**src/tdpt_pkg.sv**
```systemverilog
// shared types and constants for the trial division prime test
package tdpt_pkg;

   localparam int NUMBER_BITS   = 32;
   localparam int CNT_BITS      = $clog2(NUMBER_BITS);
   localparam int REQ_DATA_BITS = ((NUMBER_BITS + 7) / 8) * 8;
   localparam int RSP_DATA_BITS = 8;

   typedef logic [NUMBER_BITS-1:0]   number_type;
   typedef logic [REQ_DATA_BITS-1:0] req_data_type;
   typedef logic [RSP_DATA_BITS-1:0] rsp_data_type;
   typedef logic [CNT_BITS-1:0]      cnt_type;

   localparam number_type SMALL_LIMIT   = number_type'(1);
   localparam number_type TINY_PRIME    = number_type'(3);
   localparam number_type FIRST_DIVISOR = number_type'(5);
   localparam number_type PAIR_OFFSET   = number_type'(2);
   localparam number_type DIVISOR_STEP  = number_type'(6);
   localparam cnt_type    CNT_LAST      = cnt_type'(NUMBER_BITS - 1);

   typedef enum logic [2:0] {
      ST_IDLE,
      ST_DIV3,
      ST_DIVD,
      ST_DIVD2,
      ST_DONE
   } seq_state_type;

   typedef struct packed {
      logic       start;
      number_type divisor;
   } div_req_type;

   typedef struct packed {
      logic       done;
      number_type quotient;
      number_type remainder;
   } div_rsp_type;

   typedef struct packed {
      logic load;
      logic is_prime;
   } seq_res_type;

endpackage

```
**src/tdpt_sequencer.sv**
```systemverilog
// sequencer stepping the 6k +/- 1 divisors through the shared divider
module tdpt_sequencer (
   input  logic                   clock,
   input  logic                   reset,
   input  logic                   start,
   input  tdpt_pkg::number_type   number,
   output logic                   idle,
   input  logic                   slot_free,
   output tdpt_pkg::seq_res_type  seq_res,
   output tdpt_pkg::div_req_type  div_req,
   output tdpt_pkg::number_type   dividend,
   input  tdpt_pkg::div_rsp_type  div_rsp
);
   import tdpt_pkg::*;

   seq_state_type state_ff, state_in;
   number_type    n_ff, n_in;
   number_type    d_ff, d_in;
   logic          prime_ff, prime_in;
   logic          rem_zero;

   always_ff @(posedge clock) begin
      if (reset) begin
         state_ff <= ST_IDLE;
      end else begin
         state_ff <= state_in;
      end
   end

   always_ff @(posedge clock) begin
      n_ff     <= n_in;
      d_ff     <= d_in;
      prime_ff <= prime_in;
   end

   always_comb begin
      state_in        = state_ff;
      n_in            = n_ff;
      d_in            = d_ff;
      prime_in        = prime_ff;
      div_req.start   = 1'b0;
      div_req.divisor = TINY_PRIME;
      seq_res.load    = 1'b0;
      seq_res.is_prime = prime_ff;
      idle            = 1'b0;
      rem_zero        = (div_rsp.remainder == '0);
      case (state_ff)
         ST_IDLE: begin
            idle = 1'b1;
            if (start) begin
               n_in = number;
               if (number <= SMALL_LIMIT) begin
                  prime_in = 1'b0;
                  state_in = ST_DONE;
               end else if (number <= TINY_PRIME) begin
                  prime_in = 1'b1;
                  state_in = ST_DONE;
               end else if (!number[0]) begin
                  prime_in = 1'b0;
                  state_in = ST_DONE;
               end else begin
                  div_req.start   = 1'b1;
                  div_req.divisor = TINY_PRIME;
                  state_in        = ST_DIV3;
               end
            end
         end
         ST_DIV3: begin
            if (div_rsp.done) begin
               if (rem_zero) begin
                  prime_in = 1'b0;
                  state_in = ST_DONE;
               end else begin
                  d_in            = FIRST_DIVISOR;
                  div_req.start   = 1'b1;
                  div_req.divisor = FIRST_DIVISOR;
                  state_in        = ST_DIVD;
               end
            end
         end
         ST_DIVD: begin
            if (div_rsp.done) begin
               // bound d <= n / d taken from this division's quotient
               if (d_ff > div_rsp.quotient) begin
                  prime_in = 1'b1;
                  state_in = ST_DONE;
               end else if (rem_zero) begin
                  prime_in = 1'b0;
                  state_in = ST_DONE;
               end else begin
                  div_req.start   = 1'b1;
                  div_req.divisor = d_ff + PAIR_OFFSET;
                  state_in        = ST_DIVD2;
               end
            end
         end
         ST_DIVD2: begin
            if (div_rsp.done) begin
               if (rem_zero) begin
                  prime_in = 1'b0;
                  state_in = ST_DONE;
               end else begin
                  d_in            = d_ff + DIVISOR_STEP;
                  div_req.start   = 1'b1;
                  div_req.divisor = d_ff + DIVISOR_STEP;
                  state_in        = ST_DIVD;
               end
            end
         end
         ST_DONE: begin
            if (slot_free) begin
               seq_res.load = 1'b1;
               state_in     = ST_IDLE;
            end
         end
         default: begin
            state_in = ST_IDLE;
         end
      endcase
   end

   // the divider loads its dividend on the start edge, so the new number goes straight through
   assign dividend = n_in;

endmodule
```
**config.mk**
```make
export PLATFORM = sky130hd
export DESIGN_NAME = tdpt_sequencer
export DESIGN_NICKNAME = d
export VERILOG_FILES = /design/src/tdpt_pkg.sv /design/src/tdpt_sequencer.sv
export SDC_FILE = /design/constraint.sdc
export NUM_CORES = 1
export LEC_CHECK = 0
export BUFFER_PORTS_ARGS = -buffer_cell sky130_fd_sc_hd__buf_2
export CORE_AREA = 2 2 98 100
export DETAILED_ROUTE_END_ITERATION = 6
export DIE_AREA = 0 0 100 102
export PLACE_DENSITY = 0.92
export SLEW_MARGIN = 20
export SYNTH_ARGS = -nofsm -noshare
export SYNTH_HDL_FRONTEND = slang
export SYNTH_SLANG_ARGS = --single-unit
```
**constraint.sdc**
```tcl
create_clock -name clock -period 4.69 [get_ports clock]
set_input_delay 0.469 -clock clock [delete_from_list [all_inputs] [get_ports clock]]
set_output_delay 0.469 -clock clock [all_outputs]
set_load 0.01 [all_outputs]
```
### After elaboration in Yosys (flattened, before gate mapping)

Cells that the tools add are included.

* output and inout bits: 68
* input bits: 101
* register bits: 68
* word-level logic and storage cells: 72

* add/sub/neg operators: 2
* order comparisons: 3
* mux-type cells: 42
* reductions and logical operators: 8
* eq/ne operators: 13

Operators by type and width (count)
* $mux 33: 11
* $mux 32: 6
* $pmux 33 s4: 1
* $pmux 32 s2: 1
* $add 32x2->32 const B: 1
* $add 32x3->32 const B: 1
* $gt 32x32->1: 1
* $le 32x1->1 const B: 1
* $le 32x2->1 const B: 1
* $logic_not 32->1: 1
* $mux 3: 10
* $ne 2x2->1 const B: 7
* $pmux 3 s4: 1
* $mux 1: 11
* $reduce_and 5->1: 2
* $eq 3x2->1 const B: 2
* $ne 4x4->1 const B: 1
* $reduce_and 4->1: 1
* $eq 3x1->1 const B: 1
* $eq 3x3->1 const B: 1
* $logic_not 3->1: 1
* $pmux 1 s3: 1
* $reduce_bool 3->1: 1
* $ne 2x1->1 const B: 1
* other kinds (2): 2

### Depth between registers and ports, before layout

Gate-level depths: netlist of the first run.

* word-level depth: 5
* gate-level depth with buffers: 10
* mapped depth without buffers: 9

### Least setup slack after synthesis of the first run

No wires, ideal clock.

* path kind: input-to-output
* start: in div_rsp[59] (netlist name)
* end: out div_req[2] (netlist name)
* data arrival time: 2526 ps
* stages on the path: 10
* buffers on the path: 1
* setup slack: 1695 ps
* required time: 4221 ps
* path through: inv_1 -> ha_1 -> a21oi_1 -> o21ai_0 -> a221oi_2 -> o2111ai_1 -> and2_1 -> buf_2 -> or3_1 -> a211oi_1

RTL lines
* from (decl): RTL line tdpt_sequencer.sv:12 `input tdpt_pkg::div_rsp_type div_rsp`
* to (decl): RTL line tdpt_sequencer.sv:10 `output tdpt_pkg::div_req_type div_req,`

==> results.yml, run 1 <==
yosys:
  synth_fp_nets: 716
  yosysWarnings: 0
  synth_compound_area_share_pct: 11.8
  ys_ff_latch: 67
  synth_edf_count: 32
  synth-simple-area-share_pct: 23.5
  mappedNetlistArea_um2: 4920
  synth.most_common_cell: "nor2_1"
  synth_top_cell_area_share_pct: 19.5
  synth-seq-area-share_pct: 33.7
  synth_top_family_by_area: "simple AND/OR/NAND/NOR gates"
  synth.cells.most_frequent: "76 x nor2_1, 45 x nand2_1, 43 x a21oi_1"
  synthMuxAreaShare_pct: 7.93
  synth_cell_types: 54
  synth_area_per_cell_um2: 8.46
  synth_ff_type: "dfxtp_1"
  synthXorXnorAreaFrac_pct: 8.54
  synth_cells: 582
  yosysTopAreaCell: "edfxtp_1"
  synth.area.top_cells: "edfxtp_1 20%, dfxtp_1 14%, ha_1 8.4%, mux2_2 7.3%, nor2_1 5.8%"
  ys_async_sr_fraction_pct: 0
  synthAdderAreaFrac_pct: 8.39
layout:
  fill_cells: 799
  num_antenna_cells: 0
  final_core_util_pct: 66.4
  final_cell_count_no_fill: 851
  nets: 869
  drive_gt1_share_pct: 31.4
  area_delta_synth_final_pct: 22.9
flow_run:
  max-cap-violations: 0
floorplan:
  die_area_um2: 10200
  die_h_um: 102
  core_area_um2: 9110
  core.rowCount: 35
  die_w_um: 100
  initial_core_util_pct: 54.1
  ios: 169
place:
  hpwlAfterDp_um: 12200
  port_buffers: 167
  gp_congestion: 0.960
  dp_cells: 835
  post-place-ws_ps: 1190
global_routing:
  antenna_found_initial: 0
  grt_max_degree: 40
  grt_pass1_vias: 5283
  grt_use_total_pct: 30.8
  overflow: 0
  grt_pass1_wl_um: 24800
power_and_ir_drop:
  p_per_area_nw_per_um2: 283
  clock_power_share_pct: 35.0
  vdd_drop_max_mv: 0.256
  p_leak_nw: 2.64
  switching_power_mw: 0.499
  sequentialPowerShare_pct: 42.2
  internal_power_mw: 1.22
  swShare_pct: 29.1
  p_comb_share_pct: 22.8
cts:
  cts-hold-fix-buffers: 0
  cts_buffer_depth: 2
  cts_inserted_buffers: 9
  clock_latency_ps: 350
  htreeDepth: 3
  cts_root_buf: "clkbuf_8"
  cts.sinks: 67
  cts_tree: "built"
  clkTransAtPathRegs_ps: 80
  cts_setup_buffers: 0
  cts_resized: 0
worst_setup_path:
  end_kind: "primary output"
  worst-setup-path-type: "flip-flop to primary output"
  cp-start-kind: "flip-flop"
  crit_path_max_fanout: 21
  r2r.worst_path.cells: 9
  rr_startpoint: "d_ff[21]$_SDFFCE_PN0P_"
  critical_path.reg2reg.endpoint: "state_ff[0]$_SDFFE_PP0P_"
  r2r_slack_ps: 1790
  cp.required_ps: 4220
  crit_arrival_ps: 3370
sta:
  final.setup_skew_ps: 13.1
  slew_viol_final: 0
  hold_viol: 0
  grt_setup_unrepaired: "no"
  finalCritPeriodShare_pct: 81.8
  fmax_mhz: 261
  max_slew_margin_pct: 32.1
  worstMarginPinSlew_ps: 1020
  holdWs_ps: 354
  fin_setup_tns_ps: 0
  finalSetupViolations: 0
  setup_slack_ps: 852
  period_minus_slack_ps: 3840
status:
  status: "complete, no violations"
drt:
  num_vias: 5097
  drt_wl_total_um: 15800
  first_iter_violations: 379
  firstDrtPassIters: 5
  ant_nets: 0
  drt-vias-per-instance: 5.99
  drc: 0
  wl_per_cell_um: 18.5
hold_path:
  min_to: "state_ff[0]$_SDFFE_PP0P_"
  worstHoldStart: "reset"
  min_path_cells: 2
  hold_class: "input port to flip-flop"
[layer usage]
layer / GRT usage [%] / vias up / share of wire, %
met5: 0 / - / 0
met4: 12.4 / 0 / 4.1
li1: - / 2405 / -
met2: 56.7 / 293 / 49
met3: 5.81 / 58 / 9.2
met1: 35.4 / 2341 / 37
[worst max path at each step]
| stage | from | end | slack (ps) | cells past startpoint |
|---|---|---|---|---|
| 5_1_grt | d_ff[18]$_SDFFCE_PN0P_ | div_req[19] | 640 | 10 |
| 6_report | d_ff[27]$_SDFFCE_PN0P_ | div_req[19] | 850 | 10 |
| 3_3_place_gp | div_rsp[59] | div_req[19] | 1300 | 12 |
| 2_1_floorplan | div_rsp[59] | div_req[2] | 1690 | 10 |
| 4_1_cts | d_ff[27]$_SDFFCE_PN0P_ | div_req[19] | 890 | 10 |
| 3_5_place_dp | div_rsp[59] | div_req[19] | 1190 | 12 |
[kinds of logic after synthesis]
group	after synthesis
buf+inv	70
simple gates	235
mux	35
compound gates	93
xor+xnor	48
other cells	1
flops	67
fa+ha+maj	33
[through the flow]
step	power, mW	area, um2
after global routing	1.78	6050
after floorplan	0.959	4920
after global placement	1.10	5800
after detailed placement	1.13	5800
after CTS	1.72	6050
final	1.72	6050
[power groups by stage]
stage / clock (mW) / sequential, mW / combinational (mW)
after global placement: 0 / 0.730 / 0.370
after detailed placement: 0 / 0.737 / 0.389
after CTS: 0.604 / 0.724 / 0.391
after global routing: 0.627 / 0.731 / 0.425
after floorplan: 0 / 0.717 / 0.242
final: 0.601 / 0.724 / 0.391
[placed cells by master, fill, tap and decap left out, types with 27 or more instances in the layout]
cell type	instances
mux2_2	32
a21oi_1	43
edfxtp_1	32
xor2_1	27
inv_1	41
nor2_1	74
dfxtp_1	35
nand4_1	28
nand2_1	45
buf_2	167
ha_1	33
[critical path: stages (launching register included)]
cell	delay, ps
edfxtp_1	500
ha_1	370
a21oi_1	140
o21ai_0	120
a221oi_2	450
o2111ai_1	280
a21oi_1	240
buf_4	310
a21oi_1	130
o41ai_1	290
buf_2	190
[sequential cells by signal (all words and copies together), names as in the netlist]
signal	flops
d_ff	31
n_ff	32
state_ff	3
prime_ff	1
[cell type report]
| class | instances | area, um2 | area share, % |
|---|---|---|---|
| tap | 111 | 139 | 2.30 |
| clock inverter | 4 | 56.3 | 0.931 |
| clock buffer | 12 | 199 | 3.29 |
| inverter | 41 | 154 | 2.54 |
| multi-input combinational | 445 | 2980 | 49.2 |
| timing repair buffer | 171 | 866 | 14.3 |
| sequential | 67 | 1660 | 27.5 |
Note: power is estimated with default switching activity, not from simulation.
==> inputs of run 2 (changes only) <==
- CORE_AREA: 2 2 98 100 -> 2 2 107 109
- DIE_AREA: 0 0 100 102 -> 0 0 109 111
- PLACE_DENSITY: 0.92 -> 0.83
- clock period: 4.69 -> 3.05 ns (I/O delays scaled with it)
==> run 2 against run 1 <==
Compared with the run above: the run now ends with setup timing left; worst hold slack got worse by 170 ps; die area is 19% higher; wire length shrank 1.7%; sequential share of layout area shrank 3.6 points; critical path type unchanged; critical endpoint is now div_req[2]; highest routed layer unchanged.
==> results.yml, run 2 (same netlist as run 1, synthesis figures left out) <==
status:
  status: "finished with violations"
  violations: "setup timing"
worst_setup_path:
  crit_arrival_ps: 2880
  cp-start-kind: "flip-flop"
  cp.required_ps: 2740
  crit_path_max_fanout: 3
  end_kind: "primary output"
  worst-setup-path-type: "flip-flop to primary output"
cts:
  cts_buffer_depth: 2
  cts_inserted_buffers: 9
  cts_root_buf: "clkbuf_16"
  htreeDepth: 3
  cts.sinks: 67
  clock_latency_ps: 340
  clkTransAtPathRegs_ps: 60
  cts_tree: "built"
power_and_ir_drop:
  p_leak_nw: 3.02
  p_per_area_nw_per_um2: 410
  vdd_drop_max_mv: 0.442
sta:
  finalCritPeriodShare_pct: 104
  finalSetupViolations: 27
  hold_viol: 0
  final.setup_skew_ps: 5.68
  max_slew_margin_pct: 42.6
  fmax_mhz: 314
  grt_setup_unrepaired: "yes"
  worstMarginPinSlew_ps: 854
  period_minus_slack_ps: 3190
  holdWs_ps: 184
  setup_slack_ps: -137
  slew_viol_final: 0
floorplan:
  die_h_um: 111
  die_area_um2: 12100
  core_area_um2: 11100
  ios: 169
  die_w_um: 109
  initial_core_util_pct: 44.4
  core.rowCount: 39
layout:
  num_antenna_cells: 0
  final_common_cell: "buf_2"
  layout_common_cells: "167 x buf_2, 71 x nor2_1, 59 x buf_4"
  final_area_um2: 6950
  multi_input_area_um2: 3340
  top_register: "n_ff"
  largest_reg_flops: 32
  top_regs: "n_ff (32), d_ff (31), state_ff (3)"
  nets: 926
  area_delta_synth_final_pct: 41.2
  drive_gt1_share_pct: 43.2
  final_core_util_pct: 62.8
  register_area_um2: 1660
  fill_cells: 864
drt:
  num_vias: 5325
  wl_per_cell_um: 16.5
  firstDrtPassIters: 5
  ant_nets: 0
  drc: 0
  drt-vias-per-instance: 5.66
  drt_wl_total_um: 15500
  first_iter_violations: 387
global_routing:
  grt_max_degree: 34
  overflow: 0
  grt_pass1_wl_um: 23200
  grt_use_total_pct: 24.3
  antenna_found_initial: 0
  grt_pass1_vias: 5023
hold_path:
  hold_class: "input port to flip-flop"
place:
  hpwlAfterDp_um: 11300
  dpl_cell_area_um2: 6140
  port_buffers: 167
  gp_congestion: 1.00
flow_run:
  max-cap-violations: 0
[run 2: power breakdown]
part | switching, mW | internal, mW
Sequential | 0.0355 | 1.05
Clock | 0.416 | 0.652
Combinational | 0.367 | 0.328
Total | 0.818 | 2.03
[run 2: through the flow]
step           power, mW  cells  setup TNS (ps)  setup slack (ps)
2_1_floorplan       1.47    582               0               228
3_3_place_gp        1.72    908               0              87.3
3_5_place_dp        1.74    908               0              37.7
4_1_cts             2.82    927           -85.5             -41.5
5_1_grt             2.97    940           -4410              -210
6_report            2.85    940           -1520              -137
[run 2: routing by layer]
metal  routed length (um)  global-route usage [%]
met5                    0                       0
met4                  872                    12.0
met3                 1550                    5.41
met2                 7370                    41.7
met1                 5730                    27.9
[run 2: final cells by class]
cell class | instances | share of cell area, %
clock buffer | 12 | 4.01
clock inverter | 4 | 0.414
inverter | 41 | 2.21
multi-input combinational | 445 | 48.0
sequential | 67 | 23.9
tap | 143 | 2.57
timing repair buffer | 228 | 18.8
[run 2: critical path, cell delays in order, from the launching register on]
cell and delay, ps:
edfxtp_1 440, ha_4 250, a211oi_4 260, o21ai_2 110, a211oi_2 360, o2111ai_4 200, and2_4 200, or3_1 360
a211oi_2 220, buf_2 160
[run 2: path summary, 6_finish.rpt]
kind / endpoint / cells past startpoint / from / slack, ps
min: state_ff[1]$_SDFFE_PP0P_ / 2 / reset / 180
max reg2reg: state_ff[0]$_SDFFE_PP0P_ / 12 / d_ff[30]$_SDFFCE_PN0P_ / 460
max: div_req[2] / 9 / d_ff[17]$_SDFFCE_PN0P_ / -140
min reg2reg: n_ff[0]$_DFF_P_ / 1 / n_ff[0]$_DFF_P_ / 470
[run 2: repair_timing]
action / in CTS / in global routing
hold endpoints to repair: 0 / 0
pin swaps: 8 / 20
gates resized for setup: 27 / 52
endpoints found under the setup margin: 32 / 31
hold buffers: 0 / 0
buffers inserted: 3 / 13
==> inputs of run 3 (changes only) <==
- ABC_AREA: default -> 1
- CORE_AREA: 2 2 107 109 -> 2 2 108 110
- DIE_AREA: 0 0 109 111 -> 0 0 110 112
- PLACE_DENSITY: 0.83 -> 0.84
==> run 3 against run 2 <==
Compared with the run above: sequential share of layout area grew 0.75 points; clock power barely moved; synthesized cell count increased by 17%; cell count is 9.5% higher; cell area down 3.0%; the run now ends clean; core utilization is 2.4 points lower; first-iteration DRC count decreased by 5.2%.
==> results.yml, run 3 <==
drt:
  drt-vias-per-instance: 5.06
  ant_nets: 0
  wl_per_cell_um: 14.8
  num_vias: 5205
  first_iter_violations: 367
  drc: 0
  firstDrtPassIters: 7
  drt_wl_total_um: 15300
yosys:
  yosysWarnings: 0
  synth.most_common_cell: "nand2_1"
  synth_edf_count: 32
  synth_top_cell_area_share_pct: 18.8
  synth-seq-area-share_pct: 32.5
  synth_fp_nets: 817
  synth.area.top_cells: "edfxtp_1 19%, dfxtp_1 14%, nand2_1 12%, ha_1 8.1%, nor2_1 7.1%"
  yosysTopAreaCell: "edfxtp_1"
  synth_cells: 683
  mappedNetlistArea_um2: 5110
  synthMuxAreaShare_pct: 6.83
  synth.cells.most_frequent: "159 x nand2_1, 97 x nor2_1, 82 x inv_1"
  synth_area_per_cell_um2: 7.48
  synthAdderAreaFrac_pct: 8.08
  synth-simple-area-share_pct: 29.2
  synth_compound_area_share_pct: 7.20
  synth_cell_types: 38
  synth_ff_type: "dfxtp_1"
  ys_ff_latch: 67
  synth_top_family_by_area: "simple AND/OR/NAND/NOR gates"
  synthXorXnorAreaFrac_pct: 8.06
  ys_async_sr_fraction_pct: 0
layout:
  layout_common_cells: "166 x buf_2, 156 x nand2_1, 91 x nor2_1"
  final_area_um2: 6740
  top_regs: "n_ff (32), d_ff (31), state_ff (3)"
  drive_gt1_share_pct: 35.0
  num_antenna_cells: 0
  final_common_cell: "buf_2"
  nets: 1015
  area_delta_synth_final_pct: 31.9
  fill_cells: 994
  largest_reg_flops: 32
  final_core_util_pct: 60.3
  final_cell_count_no_fill: 1029
  top_register: "n_ff"
floorplan:
  die_w_um: 110
  die_h_um: 112
  core_area_um2: 11200
  initial_core_util_pct: 45.7
  die_area_um2: 12300
  core.rowCount: 39
  ios: 169
worst_setup_path:
  cp.required_ps: 2740
  cp-start-kind: "flip-flop"
  worst-setup-path-type: "flip-flop to primary output"
  crit_arrival_ps: 2700
  r2r_slack_ps: 830
  crit_path_max_fanout: 13
  end_kind: "primary output"
sta:
  holdWs_ps: 179
  max_slew_margin_pct: 62.0
  finalCritPeriodShare_pct: 98.6
  period_minus_slack_ps: 3010
  worstMarginPinSlew_ps: 570
  slew_viol_final: 0
  grt_setup_unrepaired: "yes"
  setup_slack_ps: 42.5
  hold_viol: 0
  fmax_mhz: 332
  final.setup_skew_ps: 8.58
  finalSetupViolations: 0
hold_path:
  hold_class: "input port to flip-flop"
power_and_ir_drop:
  vdd_drop_max_mv: 0.434
  p_leak_nw: 3.18
  swShare_pct: 30.9
  clock_power_share_pct: 35.3
  p_per_area_nw_per_um2: 460
  internal_power_mw: 2.14
  switching_power_mw: 0.958
  p_comb_share_pct: 27.0
  sequentialPowerShare_pct: 37.7
cts:
  clkTransAtPathRegs_ps: 70
  cts_root_buf: "clkbuf_16"
  cts_inserted_buffers: 9
  cts-hold-fix-buffers: 0
  cts.sinks: 67
  clock_latency_ps: 340
  cts_buffer_depth: 2
  htreeDepth: 3
  cts_tree: "built"
place:
  gp_congestion: 0.947
  post-place-ws_ps: 350
  dpl_cell_area_um2: 6160
  dp_cells: 991
  hpwlAfterDp_um: 11700
  port_buffers: 167
global_routing:
  grt_use_total_pct: 24.7
  grt_pass1_vias: 5038
  grt_max_degree: 33
  antenna_found_initial: 0
  overflow: 0
  grt_pass1_wl_um: 23700
flow_run:
  max-cap-violations: 0
status:
  status: "complete, no violations"
## run 3: changes by cell type after synthesis, moves of 8 or more
cell	before	now
nor3_1	17	6
nor2_1	76	97
o21ai_1	1	13
xnor2_1	21	12
xor2_1	27	35
clkbuf_1	9	1
inv_2	0	8
nand2_1	45	159
inv_1	41	82
or3_1	9	0
nand4_1	28	15
a21oi_1	43	22
nor4_1	25	3
nor2_2	0	17
## run 3: path summary, 6_finish.rpt
kind,startpoint,endpoint,cells past startpoint
setup / recovery,d_ff[18]$_SDFFCE_PN0P_,div_req[18],14
hold / removal,reset,state_ff[0]$_SDFFE_PP0P_,2
setup reg to reg,d_ff[1]$_SDFFCE_PN0P_,d_ff[29]$_SDFFCE_PN0P_,10
hold reg to reg,n_ff[0]$_DFF_P_,n_ff[0]$_DFF_P_,2
## run 3: layout make-up
cell class / count / area, um2 / share of cell area [%]
clock inverters: 7 / 82.6 / 1.23
multi-input cells: 513 / 3120 / 46.2
clock buffers: 9 / 225 / 3.34
inverters: 90 / 338 / 5.01
repair buffers: 200 / 1140 / 16.9
flip-flops and latches: 67 / 1660 / 24.7
well taps: 143 / 179 / 2.65
## run 3: metrics by stage
step | power (mW) | TNS (ps)
floorplan | 1.68 | 0
global placement | 1.97 | 0
detailed placement | 1.99 | 0
CTS | 3.07 | 0
global route | 3.24 | -381
finish | 3.10 | 0
## run 3: layer usage
layer | global-route usage (%) | part of all wire [%] | up-vias | wire [um]
met4 | 8.95 | 2.4 | 0 | 369
met5 | 0 | 0 | - | 0
met3 | 6.09 | 9.0 | 31 | 1380
met1 | 28.7 | 39 | 2322 | 5900
met2 | 43.3 | 50 | 251 | 7620
li1 | - | - | 2601 | -
## run 3: repair_timing
item                                    in CTS  in global routing
setup buffers                                0                 20
pin swaps                                    0                  8
gates resized for setup                      1                 26
cloned                                       0                  2
endpoints found under the setup margin       2                 28
## run 3: cells by family after synthesis
| group | after synthesis |
|---|---|
| buf+inv | 103 |
| other cells | 1 |
| mux | 31 |
| compound gates | 68 |
| xor+xnor | 47 |
| flops | 67 |
| fa+ha+maj | 33 |
| simple gates | 333 |
## run 3: power groups by stage
stage / clock, mW / sequential, mW / combinational [mW]
CTS: 1.10 / 1.18 / 0.804
detailed placement: 0 / 1.20 / 0.797
global placement: 0 / 1.19 / 0.784
finish: 1.09 / 1.17 / 0.837
floorplan: 0 / 1.18 / 0.504
global route: 1.13 / 1.19 / 0.923
## run 3: critical path: stages (launching register included)
cell       delay [ps]
edfxtp_1          500
ha_1              320
nand2_1            70
inv_1              50
nand2_1            60
nand2_1            40
nand2_1            50
nand2_1            80
a21oi_1           230
nand2_1           150
nand2_2           120
nand3_4           140
clkbuf_16         220
o21ai_1           170
buf_2             160
